### config.mk
export PLATFORM = sky130hd
export DESIGN_NAME = light_balance_axis_tracker_flat
export DESIGN_NICKNAME = d
export VERILOG_FILES = /design/src/design/lbat_pkg.sv /design/src/design/lbat_in_if.sv /design/src/design/lbat_out_if.sv /design/src/design/light_balance_axis_tracker.sv /design/src/design/lbat_core.sv /design/src/flat_wrapper.sv
export SDC_FILE = /design/constraint.sdc
export NUM_CORES = 1
export LEC_CHECK = 0
export CORE_MARGIN = 5
export CORE_UTILIZATION = 35
export DETAILED_ROUTE_END_ITERATION = 16
export DONT_BUFFER_PORTS = 1
export GPL_ROUTABILITY_DRIVEN = 0
export PLACE_DENSITY_LB_ADDON = 0.3
export SYNTH_ARGS = -nofsm -noshare
export SYNTH_HDL_FRONTEND = slang
export SYNTH_HIERARCHICAL = 1
export SYNTH_SLANG_ARGS = --single-unit
### constraint.sdc
create_clock -name clk -period 12.5 [get_ports clk]
set_input_delay 2.5 -clock clk [delete_from_list [all_inputs] [get_ports clk]]
set_output_delay 2.5 -clock clk [all_outputs]
set_load 0.02 [all_outputs]
### src/design/lbat_pkg.sv
package lbat_pkg;

    localparam int SENSOR_W  = 10;
    localparam int TICK_W    = 16;
    localparam int LEVEL_W   = 8;
    localparam int STATUS_W  = 4;
    localparam int CFG_IDX_W = 3;
    localparam int CFG_W     = 16;
    localparam int HIST_N    = 3;

    localparam logic [TICK_W-1:0] HISTORY_PERIOD_TICKS = 16'd5;
    localparam logic [TICK_W-1:0] TICK_MAX             = 16'hFFFF;

    typedef enum logic [1:0] {
        MODE_IDLE = 2'd0,
        MODE_RUN  = 2'd1,
        MODE_LOCK = 2'd2
    } mode_t;

    typedef enum logic [STATUS_W-1:0] {
        ST_IDLE_SMALL = 4'd0,
        ST_IDLE_DARK  = 4'd1,
        ST_STARTED    = 4'd2,
        ST_RUNNING    = 4'd3,
        ST_REACHED    = 4'd4,
        ST_LOW_LIGHT  = 4'd5,
        ST_WRONG_DIR  = 4'd6,
        ST_LONG_RUN   = 4'd7,
        ST_LOCKED     = 4'd8
    } status_t;

    typedef enum logic [CFG_IDX_W-1:0] {
        REG_START_LEVEL     = 3'd0,
        REG_START_MIN_DIFF  = 3'd1,
        REG_LONG_RUN_TICKS  = 3'd2,
        REG_LONG_RUN_MARGIN = 3'd3,
        REG_GROWTH_MARGIN   = 3'd4,
        REG_TIMEOUT_TICKS   = 3'd5,
        REG_DIRECTION_SENSE = 3'd6,
        REG_DRIVE_SPEED     = 3'd7
    } reg_index_t;

    typedef struct packed {
        logic [SENSOR_W-1:0] start_level;
        logic [SENSOR_W-1:0] start_min_diff;
        logic [TICK_W-1:0]   long_run_ticks;
        logic [SENSOR_W-1:0] long_run_margin;
        logic [SENSOR_W-1:0] growth_margin;
        logic [TICK_W-1:0]   timeout_ticks;
        logic                direction_sense;
        logic [LEVEL_W-1:0]  drive_speed;
    } cfg_t;

    localparam cfg_t CFG_RESET = '{
        start_level:     10'd1012,
        start_min_diff:  10'd3,
        long_run_ticks:  16'd50,
        long_run_margin: 10'd4,
        growth_margin:   10'd3,
        timeout_ticks:   16'd1200,
        direction_sense: 1'b1,
        drive_speed:     8'd255
    };

    typedef struct packed {
        mode_t                           mode;
        logic                            start_negative;
        logic [TICK_W-1:0]               elapsed_ticks;
        logic [HIST_N-1:0][TICK_W-1:0]   history_time;
        logic [HIST_N-1:0][SENSOR_W-1:0] history_diff;
        logic [HIST_N-1:0]               history_valid;
        logic                            direction_hold;
    } state_t;

    localparam state_t STATE_RESET = '{
        mode:           MODE_IDLE,
        start_negative: 1'b0,
        elapsed_ticks:  '0,
        history_time:   '0,
        history_diff:   '0,
        history_valid:  '0,
        direction_hold: 1'b0
    };

    typedef struct packed {
        logic [LEVEL_W-1:0] drive_level;
        logic               motor_direction;
        status_t            status;
    } result_t;

endpackage

### src/design/lbat_in_if.sv
interface lbat_in_if;
    logic                           valid;
    logic                           ready;
    logic [lbat_pkg::SENSOR_W-1:0]  sensor_a;
    logic [lbat_pkg::SENSOR_W-1:0]  sensor_b;

    modport source (output valid, output sensor_a, output sensor_b, input ready);
    modport sink   (input valid, input sensor_a, input sensor_b, output ready);
endinterface

### src/design/lbat_out_if.sv
interface lbat_out_if;
    logic                           valid;
    logic                           ready;
    logic [lbat_pkg::LEVEL_W-1:0]   drive_level;
    logic                           motor_direction;
    logic [lbat_pkg::STATUS_W-1:0]  status;

    modport source (output valid, output drive_level, output motor_direction,
                    output status, input ready);
    modport sink   (input valid, input drive_level, input motor_direction,
                    input status, output ready);
endinterface

### src/design/light_balance_axis_tracker.sv
// channel   role  handshake       payload
// sensors   sink  valid / ready   sensor_a[9:0], sensor_b[9:0]
// result    src   valid / ready   drive_level[7:0], motor_direction, status[3:0]
// cfg       in    cfg_we          cfg_index[2:0], cfg_data[15:0]
//
// Two register stages: input word register, then the control step into the
// result register. One word per cycle sustained while the result side is ready.
// The control state is updated when a word moves into the result register.
// A stalled result holds both stages; each stage refills in the cycle it drains.
// rst_n clears control state, the valid flags and the config registers to defaults.
module light_balance_axis_tracker (
    input  logic                            clk,
    input  logic                            rst_n,
    lbat_in_if.sink                         sensors,
    lbat_out_if.source                      result,
    input  logic                            cfg_we,
    input  logic [lbat_pkg::CFG_IDX_W-1:0]  cfg_index,
    input  logic [lbat_pkg::CFG_W-1:0]      cfg_data
);

    lbat_pkg::cfg_t                 cfg_reg;
    lbat_pkg::state_t               state_reg;
    lbat_pkg::state_t               state_next;
    lbat_pkg::result_t              res_next;
    lbat_pkg::result_t              res_reg;
    logic                           res_valid_reg;
    logic                           in_valid_reg;
    logic [lbat_pkg::SENSOR_W-1:0]  a_reg;
    logic [lbat_pkg::SENSOR_W-1:0]  b_reg;
    logic                           step;
    logic                           take;

    assign step          = in_valid_reg && (!res_valid_reg || result.ready);
    assign take          = sensors.valid && sensors.ready;
    assign sensors.ready = !in_valid_reg || step;

    always_ff @(posedge clk or negedge rst_n)
    begin
        if (!rst_n)
        begin
            cfg_reg <= lbat_pkg::CFG_RESET;
        end
        else if (cfg_we)
        begin
            case (lbat_pkg::reg_index_t'(cfg_index))
                lbat_pkg::REG_START_LEVEL:
                    cfg_reg.start_level <= cfg_data[lbat_pkg::SENSOR_W-1:0];
                lbat_pkg::REG_START_MIN_DIFF:
                    cfg_reg.start_min_diff <= cfg_data[lbat_pkg::SENSOR_W-1:0];
                lbat_pkg::REG_LONG_RUN_TICKS:
                    cfg_reg.long_run_ticks <= cfg_data;
                lbat_pkg::REG_LONG_RUN_MARGIN:
                    cfg_reg.long_run_margin <= cfg_data[lbat_pkg::SENSOR_W-1:0];
                lbat_pkg::REG_GROWTH_MARGIN:
                    cfg_reg.growth_margin <= cfg_data[lbat_pkg::SENSOR_W-1:0];
                lbat_pkg::REG_TIMEOUT_TICKS:
                    cfg_reg.timeout_ticks <= cfg_data;
                lbat_pkg::REG_DIRECTION_SENSE:
                    cfg_reg.direction_sense <= cfg_data[0];
                lbat_pkg::REG_DRIVE_SPEED:
                    cfg_reg.drive_speed <= cfg_data[lbat_pkg::LEVEL_W-1:0];
                default:
                    cfg_reg <= cfg_reg;
            endcase
        end
    end

    always_ff @(posedge clk or negedge rst_n)
    begin
        if (!rst_n)
        begin
            in_valid_reg <= 1'b0;
        end
        else if (sensors.ready)
        begin
            in_valid_reg <= sensors.valid;
        end
    end

    always_ff @(posedge clk)
    begin
        if (take)
        begin
            a_reg <= sensors.sensor_a;
            b_reg <= sensors.sensor_b;
        end
    end

    lbat_core u_core (
        .cfg        (cfg_reg),
        .state      (state_reg),
        .sensor_a   (a_reg),
        .sensor_b   (b_reg),
        .state_next (state_next),
        .result     (res_next)
    );

    always_ff @(posedge clk or negedge rst_n)
    begin
        if (!rst_n)
        begin
            state_reg <= lbat_pkg::STATE_RESET;
        end
        else if (step)
        begin
            state_reg <= state_next;
        end
    end

    always_ff @(posedge clk or negedge rst_n)
    begin
        if (!rst_n)
        begin
            res_valid_reg <= 1'b0;
        end
        else if (step)
        begin
            res_valid_reg <= 1'b1;
        end
        else if (result.ready)
        begin
            res_valid_reg <= 1'b0;
        end
    end

    always_ff @(posedge clk)
    begin
        if (step)
        begin
            res_reg <= res_next;
        end
    end

    assign result.valid           = res_valid_reg;
    assign result.drive_level     = res_reg.drive_level;
    assign result.motor_direction = res_reg.motor_direction;
    assign result.status          = res_reg.status;

endmodule

### src/design/lbat_core.sv
module lbat_core (
    input  lbat_pkg::cfg_t                  cfg,
    input  lbat_pkg::state_t                state,
    input  logic [lbat_pkg::SENSOR_W-1:0]   sensor_a,
    input  logic [lbat_pkg::SENSOR_W-1:0]   sensor_b,
    output lbat_pkg::state_t                state_next,
    output lbat_pkg::result_t               result
);

    logic [lbat_pkg::SENSOR_W-1:0] diff;
    logic                          a_lt_b;
    logic                          a_gt_b;
    logic [lbat_pkg::TICK_W-1:0]   elapsed_inc;
    logic [lbat_pkg::TICK_W-1:0]   since_hist;
    logic                          hist_shift;
    lbat_pkg::state_t              run_state;
    logic [lbat_pkg::SENSOR_W:0]   wrong_limit;
    logic [lbat_pkg::SENSOR_W:0]   a_plus_margin;
    logic [lbat_pkg::SENSOR_W:0]   b_plus_margin;
    logic                          wrong_dir;
    logic                          timed_out;
    logic                          long_run;
    logic                          leads;
    logic                          ahead;
    logic                          bright;

    assign a_lt_b = sensor_a < sensor_b;
    assign a_gt_b = sensor_a > sensor_b;
    assign diff   = a_lt_b ? (sensor_b - sensor_a) : (sensor_a - sensor_b);

    assign elapsed_inc = (state.elapsed_ticks != lbat_pkg::TICK_MAX)
                         ? state.elapsed_ticks + 16'd1 : state.elapsed_ticks;
    assign since_hist  = elapsed_inc - state.history_time[0];
    assign hist_shift  = since_hist >= lbat_pkg::HISTORY_PERIOD_TICKS;

    always_comb
    begin
        run_state               = state;
        run_state.elapsed_ticks = elapsed_inc;
        if (hist_shift)
        begin
            run_state.history_time  = {state.history_time[1:0], elapsed_inc};
            run_state.history_diff  = {state.history_diff[1:0], diff};
            run_state.history_valid = {state.history_valid[1:0], 1'b1};
        end
    end

    assign wrong_limit   = {1'b0, run_state.history_diff[2]} + {1'b0, cfg.growth_margin};
    assign wrong_dir     = run_state.history_valid[2] &&
                           ({1'b0, run_state.history_diff[0]} > wrong_limit);
    assign timed_out     = elapsed_inc > cfg.timeout_ticks;
    assign long_run      = elapsed_inc > cfg.long_run_ticks;
    assign a_plus_margin = {1'b0, sensor_a} + {1'b0, cfg.long_run_margin};
    assign b_plus_margin = {1'b0, sensor_b} + {1'b0, cfg.long_run_margin};
    assign leads         = state.start_negative ? (a_plus_margin < {1'b0, sensor_b})
                                                : ({1'b0, sensor_a} > b_plus_margin);
    assign ahead         = state.start_negative ? a_lt_b : a_gt_b;
    assign bright        = (sensor_a > cfg.start_level) || (sensor_b > cfg.start_level);

    always_comb
    begin
        state_next             = state;
        result.drive_level     = '0;
        result.motor_direction = state.direction_hold;
        result.status          = lbat_pkg::ST_LOCKED;
        case (state.mode)
            lbat_pkg::MODE_IDLE:
            begin
                if (diff == '0 || diff < cfg.start_min_diff)
                begin
                    result.status = lbat_pkg::ST_IDLE_SMALL;
                end
                else if (sensor_a < cfg.start_level && sensor_b < cfg.start_level)
                begin
                    result.status = lbat_pkg::ST_IDLE_DARK;
                end
                else
                begin
                    state_next.mode           = lbat_pkg::MODE_RUN;
                    state_next.start_negative = a_lt_b;
                    state_next.direction_hold = cfg.direction_sense ^ a_lt_b;
                    state_next.elapsed_ticks  = '0;
                    state_next.history_time   = '0;
                    state_next.history_diff   = {{(2*lbat_pkg::SENSOR_W){1'b0}}, diff};
                    state_next.history_valid  = 3'b001;
                    result.motor_direction    = cfg.direction_sense ^ a_lt_b;
                    result.drive_level        = cfg.drive_speed;
                    result.status             = lbat_pkg::ST_STARTED;
                end
            end
            lbat_pkg::MODE_RUN:
            begin
                state_next = run_state;
                if (wrong_dir)
                begin
                    state_next.mode = lbat_pkg::MODE_IDLE;
                    result.status   = lbat_pkg::ST_WRONG_DIR;
                end
                else if (timed_out)
                begin
                    state_next.mode = lbat_pkg::MODE_LOCK;
                    result.status   = lbat_pkg::ST_LOCKED;
                end
                else if (long_run && !leads)
                begin
                    state_next.mode = lbat_pkg::MODE_IDLE;
                    result.status   = lbat_pkg::ST_LONG_RUN;
                end
                else if (!ahead)
                begin
                    state_next.mode = lbat_pkg::MODE_IDLE;
                    result.status   = lbat_pkg::ST_REACHED;
                end
                else if (!bright)
                begin
                    state_next.mode = lbat_pkg::MODE_IDLE;
                    result.status   = lbat_pkg::ST_LOW_LIGHT;
                end
                else
                begin
                    result.drive_level = cfg.drive_speed;
                    result.status      = lbat_pkg::ST_RUNNING;
                end
            end
            default:
            begin
                state_next.mode = lbat_pkg::MODE_LOCK;
            end
        endcase
    end

endmodule
### src/flat_wrapper.sv
// flat-port wrapper written by rule: the top's interface ports become plain ports
module light_balance_axis_tracker_flat 
  (clk, rst_n, cfg_we, cfg_index, cfg_data, sensors_valid, sensors_sensor_a, sensors_sensor_b, sensors_ready, result_valid, result_drive_level, result_motor_direction, result_status, result_ready);
  lbat_in_if sensors_i ();
  lbat_out_if result_i ();
  input  logic clk;
  input  logic rst_n;
  input  logic cfg_we;
  input  logic [lbat_pkg::CFG_IDX_W-1:0] cfg_index;
  input  logic [lbat_pkg::CFG_W-1:0] cfg_data;
  input wire logic [$bits(sensors_i.valid)-1:0] sensors_valid;
  input wire logic [$bits(sensors_i.sensor_a)-1:0] sensors_sensor_a;
  input wire logic [$bits(sensors_i.sensor_b)-1:0] sensors_sensor_b;
  output wire logic [$bits(sensors_i.ready)-1:0] sensors_ready;
  output wire logic [$bits(result_i.valid)-1:0] result_valid;
  output wire logic [$bits(result_i.drive_level)-1:0] result_drive_level;
  output wire logic [$bits(result_i.motor_direction)-1:0] result_motor_direction;
  output wire logic [$bits(result_i.status)-1:0] result_status;
  input wire logic [$bits(result_i.ready)-1:0] result_ready;
  assign sensors_i.valid = sensors_valid;
  assign sensors_i.sensor_a = sensors_sensor_a;
  assign sensors_i.sensor_b = sensors_sensor_b;
  assign sensors_ready = sensors_i.ready;
  assign result_valid = result_i.valid;
  assign result_drive_level = result_i.drive_level;
  assign result_motor_direction = result_i.motor_direction;
  assign result_status = result_i.status;
  assign result_i.ready = result_ready;
  light_balance_axis_tracker u_core (.clk(clk), .rst_n(rst_n), .sensors(sensors_i), .result(result_i), .cfg_we(cfg_we), .cfg_index(cfg_index), .cfg_data(cfg_data));
endmodule
==> results.txt, run 1 <==
status -> finished clean
Data required, critical path -> 12.66 ns
min-delay worst type -> reg -> reg
CTS Buf Count -> 17
H-tree levels -> 4
RSZ-0062 raised after global routing -> false
initial antenna violation count -> 2
die width -> 205.9 µm
critical path arrival -> 10.04 ns
syn avg cell area -> 10.45 µm²
Worst Skew -> 0.01039 ns
nets -> 1466
MaxCap Viol Count -> 0
Die Footprint -> 0.04238 mm²
CP startpoint kind -> flop
minimum clock period after layout -> 9.878 ns
CTS Root Cell -> clkbuf_16
DR vias -> 9587
Rows -> 71
period utilisation layout -> 0.7902
final setup fails -> 0
Area Growth Syn to Fin -> 8.172%
overall routing resource usage -> 0.1615
grt total ovfl -> 0
post-route ant nets -> 0
Initial Util -> 0.3557
Buf/Inv on CP -> 3
CP top delay family -> compound AO/OA/AOI/OAI gates
ANT cells -> 0
Leak Pwr -> 6.660 nW
number of flip-flops in the largest register -> 81
placed instance count -> 1752
# DRC -> 0
number of DRC markers in iteration 0 -> 627
crit path kind -> reg -> reg
Util after Layout -> 0.3847
drt total wl -> 33.62 mm
post-synthesis cell area -> 0.01343 mm²
Die H -> 205.9 µm
CP Capture Type -> flop
Ports -> 59
Crit-path slowest cell -> nor4_1
slew margin rel. -> 0.3215
Core Area -> 0.03776 mm²
CTS tree -> built
Layout Cells excl Fill -> 1784
CTS hold repair buffers -> 0
Post-Syn Nets -> 1491
pin count of the biggest net entering global routing -> 153
synthesized netlist cell count -> 1285
synth warn -> 6
vias in the first global route -> 9428
post-CTS sizing -> 0
peak supply drop -> 0.1092 mV
CP Max Fanout -> 23
dpl hpwl -> 25.01 mm
Fin. Hold Viols -> 0
final instance area -> 0.01453 mm²
PortBufs -> 0
Setup TNS -> 0 ns
reg2reg setup slack -> 2.62 ns
worst-skew pair later-pin latency -> 0.45 ns
placed cell area -> 0.01389 mm²
Layout fillers -> 3728
pwr/cell area -> 195.0 mW/mm²
first-pass GRT wire length -> 53.31 mm
Via density -> 5.374
layout cell share with drive strength beyond 1 -> 0.1925
Slew Limit Fails -> 0
Worst-path clk slew -> 0.07 ns
Clock Sinks -> 185
Fmax achieved -> 0.1012 GHz
WL/cell -> 18.85 µm
max incr delay on CP -> 0.78 ns
Slew @ Worst Pin -> 1.008 ns
Bufs on Longest Clock Path -> 2
postcts setup bufs -> 0
Pre-antenna DRT Iters -> 7
-- metal layers --
| layer | global-route usage | vias up | routed length (µm) | share of wire |
|---|---|---|---|---|
| li1 | - | 4637 | - | - |
| met1 | 0.2271 | 4708 | 16090 | 0.48 |
| met2 | 0.2534 | 196 | 15240 | 0.45 |
| met3 | 0.03342 | 44 | 1648 | 0.049 |
| met4 | 0.04468 | 2 | 628 | 0.019 |
| met5 | 0 | - | 7 | 0.00021 |
-- through the flow --
| stage | hold slack, ns | setup slack (ns) | total power [W] |
|---|---|---|---|
| final | 0.5074 | 2.622 | 0.002832 |
| after global routing | 0.5195 | 1.859 | 0.003038 |
| after global placement | 0.4880 | 3.071 | 0.002196 |
| after floorplan | 0.4572 | 4.380 | 0.001921 |
| after CTS | 0.5099 | 2.709 | 0.002846 |
| after detailed placement | 0.4928 | 2.803 | 0.002227 |
-- area by class of cell --
class                      instances  area (µm²)  area share
multi-input combinational        928        7910      0.5446
clock inverter                    12       188.9     0.01301
sequential                       185        4830      0.3325
tap                              511       639.4     0.04402
inverter                         120       450.4     0.03101
timing repair buffer               8       60.06    0.004135
clock buffer                      20       446.7     0.03075
-- cells in the final DEF (no fill, tap or decap), types with 10 or more instances in the layout --
cell type    n
xor2_1      20
edfxtp_1    33
xnor2_1     30
mux2i_1     11
nand4_1     27
dfstp_2     28
mux2_1      10
mux2_2     165
o21ai_0     38
o21bai_1    12
nor3_1      21
nand3_1     14
a21o_1      31
a21boi_0    11
nor2_1      53
inv_1      120
a22o_1      35
dfrtp_1    124
ha_1       156
o21a_1      21
nor2b_1     16
clkbuf_16   17
a21oi_1     64
nand2_1     47
nand2b_1    15
-- power by group --
part / internal [W] / switching (W)
registers: 0.000769 / 0.000128
clock network: 0.000345 / 0.000253
logic: 0.000619 / 0.000718
total: 0.00173 / 0.00110
-- worst paths after layout --
path / cells past startpoint / from / end
worst min-delay path: 1 / u_core/cfg_reg[54] / u_core/cfg_reg[54]
worst max register to register: 37 / u_core/state_reg[82] / u_core/result.drive_level[5]
worst max-delay path: 37 / u_core/state_reg[82] / u_core/result.drive_level[5]
min in group asynchronous: 0 / rst_n / u_core/cfg_reg[56]
max in group asynchronous: 0 / rst_n / u_core/cfg_reg[25]
worst min register to register: 1 / u_core/cfg_reg[54] / u_core/cfg_reg[54]
Note: power is estimated with default switching activity, not from simulation.
==> run 2, diff against run 1 <==
clock period = 8.7 ns   (was 12.5 ns; I/O delays follow)
==> run 2 against run 1 <==
  * Combinational power rose by 51%
  * Via count increased by 0.73%
  * Largest cell class unchanged
  * Critical endpoint is now u_core/state_reg[99]
  * Clock skew up 0.0028 ns
  * First-iteration DRC count decreased by 19%
  * Critical path depth grew 1
  * Fmax increased by 22%
  * Flip-flop and latch count is the same
  * Die area is the same
  * Cell count is 0.56% higher
==> results.txt, run 2 (synthesized netlist as in run 1, its figures left out) <==
Pre-antenna DRT Iters -> 5
Layout fillers -> 3663
post-route ant nets -> 0
worst-skew pair later-pin latency -> 0.46 ns
Setup TNS -> 0 ns
Bufs on Longest Clock Path -> 2
Final Power -> 0.004095 W
Worst Reg-to-Reg Cells -> 38
pwr/cell area -> 280.1 mW/mm²
status -> finished clean
crit path kind -> reg -> reg
grt total ovfl -> 0
drt total wl -> 34.31 mm
# DRC -> 0
Crit-path slowest cell -> dfrtp_2
Core Area -> 0.03776 mm²
period utilisation layout -> 0.9300
Fin. Hold Viols -> 0
Data required, critical path -> 9.05 ns
minimum clock period after layout -> 8.091 ns
DR vias -> 9657
CP Capture Type -> flop
Area Growth Syn to Fin -> 8.871%
first-pass GRT wire length -> 54.58 mm
RSZ-0062 raised after global routing -> false
Buf/Inv on CP -> 3
reg2reg setup slack -> 0.61 ns
Fmax achieved -> 0.1236 GHz
most common cell after layout, fill and taps aside -> mux2_2
Hold EP -> u_core/cfg_reg[65]
CTS Buf Count -> 17
slew margin rel. -> 0.3250
PortBufs -> 0
Min-Delay Path Depth -> 1
max incr delay on CP -> 0.44 ns
CP startpoint kind -> flop
CTS Root Cell -> clkbuf_16
Ports -> 59
Rows -> 71
Die Footprint -> 0.04238 mm²
worst r2r dst -> u_core/state_reg[99]
number of flip-flops in the largest register -> 81
min-delay worst type -> reg -> reg
Die H -> 205.9 µm
H-tree levels -> 4
CP Max Fanout -> 9
vias in the first global route -> 9770
Clock Sinks -> 185
dpl hpwl -> 25.18 mm
r2r startpoint -> u_core/state_reg[82]
die width -> 205.9 µm
MaxCap Viol Count -> 0
pin count of the biggest net entering global routing -> 153
WL/cell -> 19.12 µm
leading cell types in the layout, fill and taps excluded -> mux2_2 (165), ha_1 (156), dfrtp_1 (122)
number of DRC markers in iteration 0 -> 511
Slew @ Worst Pin -> 1.005 ns
Via density -> 5.383
critical path arrival -> 8.44 ns
peak supply drop -> 0.1424 mV
Worst-path clk slew -> 0.08 ns
layout cell share with drive strength beyond 1 -> 0.2083
min-delay src -> u_core/cfg_reg[65]
nets -> 1475
CTS tree -> built
final setup fails -> 0
Slew Limit Fails -> 0
CP top delay family -> compound AO/OA/AOI/OAI gates
Initial Util -> 0.3557
initial antenna violation count -> 2
overall routing resource usage -> 0.1654
Worst Skew -> 0.01318 ns
Leak Pwr -> 6.698 nW
run 2: metal layers:
layer / vias to the layer above / wire (µm) / track usage
li1: 4669 / - / -
met1: 4724 / 15890 / 0.2247
met2: 214 / 15930 / 0.2663
met3: 50 / 1891 / 0.03860
met4: 0 / 592 / 0.04420
met5: - / 0 / 0
run 2: per-stage QoR:
stage | util | instances | instance area, µm² | worst slack (ns) | hold slack, ns
final | 0.3872 | 1794 | 14620 | 0.6086 | 0.5083
after global routing | 0.3871 | 1793 | 14620 | 0.0008642 | 0.5173
after CTS | 0.3847 | 1791 | 14520 | 0.01825 | 0.5133
after detailed placement | 0.3693 | 1759 | 13940 | -0.1290 | 0.4956
after global placement | 0.3693 | 1759 | 13940 | 0.1612 | 0.4884
after floorplan | - | 1285 | 13430 | 0.5797 | 0.4572
run 2: cell type report:
type	count	area, µm²	area share
antenna	1	2.502	0.0001712
inverter	120	450.4	0.03081
timing repair buffer	17	127.6	0.008730
clock inverter	15	147.6	0.01010
clock buffer	17	425.4	0.02910
tap	511	639.4	0.04374
sequential	185	4832	0.3305
multi-input combinational	928	7994	0.5468
run 2: power by group:
group          internal (W)  switching, W  total (W)  leakage [nW]
registers           0.00111      0.000188    0.00129          2.18
logic              0.000938       0.00108    0.00202          4.24
clock network      0.000383      0.000402   0.000785         0.284
run 2: what timing repair did:
action                     CTS  global route
hold buffers                 0             0
cloned                       0             0
resized for setup            2            16
setup buffers                0             2
setup endpoints to repair   14            14
pin swaps                    0             4
run 2: worst max-delay path by stage:
stage | cells after the start | startpoint | end | slack [ns]
floorplan | 38 | u_core/state_reg[82] | u_core/state_reg[99] | 0.58
global placement | 39 | u_core/state_reg[82] | u_core/state_reg[99] | 0.16
detailed placement | 38 | u_core/state_reg[82] | u_core/state_reg[100] | -0.13
CTS | 38 | u_core/state_reg[82] | u_core/state_reg[100] | 0.02
global route | 36 | u_core/state_reg[82] | u_core/state_reg[99] | 0.0009
finish | 38 | u_core/state_reg[82] | u_core/state_reg[99] | 0.61
==> run 3, diff against run 2 <==
clock period = 8.8 ns   (was 8.7 ns; I/O delays follow)
==> run 3 against run 2 <==
  * Cell count shrank 0.11%
  * Die area is the same
  * Worst hold slack lost 0.0015 ns
  * Combinational power shrank 2%
  * Clock skew is essentially flat
  * Via count shrank 0.48%
  * Register-to-register slack gained 0.08 ns
  * Clock-buffer cell count is the same
  * Core utilization is essentially flat
  * Non-clock buffer count shrank 2
  * Clock power is essentially flat
  * Flip-flop and latch count is the same
  * Largest cell class unchanged
  * Largest power group unchanged
==> results.txt, run 3 (synthesized netlist as in run 1, its figures left out) <==
slew margin rel. -> 0.1942
nets -> 1473
final setup fails -> 0
dpl hpwl -> 25.18 mm
Initial Util -> 0.3557
pwr/cell area -> 276.1 mW/mm²
Setup TNS -> 0 ns
CTS hold repair buffers -> 0
Net Switching -> 0.001644 W
Clock Sinks -> 185
DR vias -> 9611
setup ws final -> 0.6885 ns
WL/cell -> 18.96 µm
grt total ovfl -> 0
period utilisation layout -> 0.9218
PortBufs -> 0
Worst Skew -> 0.01354 ns
Comb power frac -> 0.488
die width -> 205.9 µm
drt total wl -> 33.97 mm
Rows -> 71
leading cell types in the layout, fill and taps excluded -> mux2_2 (165), ha_1 (156), dfrtp_1 (122)
minimum clock period after layout -> 8.112 ns
crit path kind -> reg -> reg
CTS tree -> built
placed instance count -> 1758
number of DRC markers in iteration 0 -> 470
Area Growth Syn to Fin -> 8.806%
Data required, critical path -> 9.15 ns
overall routing resource usage -> 0.1644
first-pass GRT wire length -> 54.23 mm
MaxCap Viol Count -> 0
Bufs on Longest Clock Path -> 2
Int Pwr -> 0.002390 W
critical path arrival -> 8.46 ns
Slew Limit Fails -> 0
min-delay worst type -> reg -> reg
Fin. Hold Viols -> 0
Fmax achieved -> 0.1233 GHz
sw frac -> 0.4075
CP startpoint kind -> flop
Worst-path clk slew -> 0.08 ns
layout cell share with drive strength beyond 1 -> 0.2055
Leak Pwr -> 6.684 nW
# DRC -> 0
clock power share -> 0.195
H-tree levels -> 4
post-route ant nets -> 0
Slew @ Worst Pin -> 1.204 ns
Final Power -> 0.004034 W
Die H -> 205.9 µm
Ports -> 59
DP Worst Slack -> 0.04209 ns
Layout fillers -> 3694
peak supply drop -> 0.1488 mV
RSZ-0062 raised after global routing -> false
pin count of the biggest net entering global routing -> 153
Die Footprint -> 0.04238 mm²
CP Max Fanout -> 9
Pre-antenna DRT Iters -> 5
CTS Root Cell -> clkbuf_16
Crit-path slowest cell -> dfrtp_2
max incr delay on CP -> 0.43 ns
CTS Buf Count -> 17
Core Area -> 0.03776 mm²
worst hold slack -> 0.5069 ns
sequential power share -> 0.317
vias in the first global route -> 9737
Layout Cells excl Fill -> 1792
number of flip-flops in the largest register -> 81
status -> finished clean
worst-skew pair later-pin latency -> 0.46 ns
Via density -> 5.363
CP Capture Type -> flop
most common cell after layout, fill and taps aside -> mux2_2
initial antenna violation count -> 2
run 3: changes by cell type in the layout (fill, tap and decap cells not counted), moves of 2 or more:
cell / delta
clkinv_8: +3
buf_4: -2
a21oi_2: -2
inv_8: -3
a21oi_1: +2
run 3: worst max-delay path, delay by kind of cell, from the launching register on:
kind	cells	cell delay [ns]
AOI/OAI and AO/OA	15	3.01
buffers and inverters	3	0.31
DFF	1	0.43
and+or+nand+nor	10	1.75
adders and majority gates	5	1.35
xor gates and xnor gates	3	0.62
muxes	2	0.51
run 3: layout make-up:
type                       instances  area (µm²)  area share
clock inverter                    15       173.9     0.01190
tap                              511       639.4     0.04376
inverter                         120       450.4     0.03083
antenna                            1       2.502   0.0001713
sequential                       185        4832      0.3307
timing repair buffer              15       112.6    0.007707
clock buffer                      17       425.4     0.02912
multi-input combinational        928        7974      0.5458
run 3: worst paths after layout:
check                                      from              endpoint  slack, ns  depth (start not counted)
setup / recovery           u_core/state_reg[82]  u_core/state_reg[99]       0.69                         38
hold / removal               u_core/cfg_reg[24]    u_core/cfg_reg[24]       0.51                          1
setup reg to reg           u_core/state_reg[82]  u_core/state_reg[99]       0.69                         38
hold reg to reg              u_core/cfg_reg[24]    u_core/cfg_reg[24]       0.51                          1
max in group asynchronous                 rst_n    u_core/cfg_reg[62]       7.52                          0
min in group asynchronous                 rst_n  u_core/state_reg[40]       0.99                          0
run 3: per-layer routing:
metal | global-route usage | vias up | part of all wire
met1 | 0.2183 | 4728 | 0.47
met5 | 0 | - | 0
li1 | - | 4640 | -
met4 | 0.04515 | 0 | 0.019
met3 | 0.04472 | 45 | 0.054
met2 | 0.2654 | 198 | 0.46
run 3: power groups by stage:
stage               logic [W]  registers (W)  clock network [W]
floorplan             0.00151        0.00122                  0
global placement      0.00186        0.00129                  0
global route          0.00219        0.00130           0.000844
CTS                   0.00190        0.00128           0.000809
finish                0.00197        0.00128           0.000788
detailed placement    0.00189        0.00129                  0
run 3: repair_timing:
| action | 4_1_cts | 5_1_grt |
|---|---|---|
| endpoints found under the hold margin | 0 | 0 |
| resized for setup | 1 | 13 |
| setup endpoints to repair | 2 | 14 |
| buffers inserted | 0 | 1 |
run 3: per-stage QoR:
stage               utilization  instance area [µm²]
floorplan                     -                13430
global placement         0.3691                13930
detailed placement       0.3691                13930
CTS                      0.3850                14540
global route             0.3869                14610
finish                   0.3870                14610
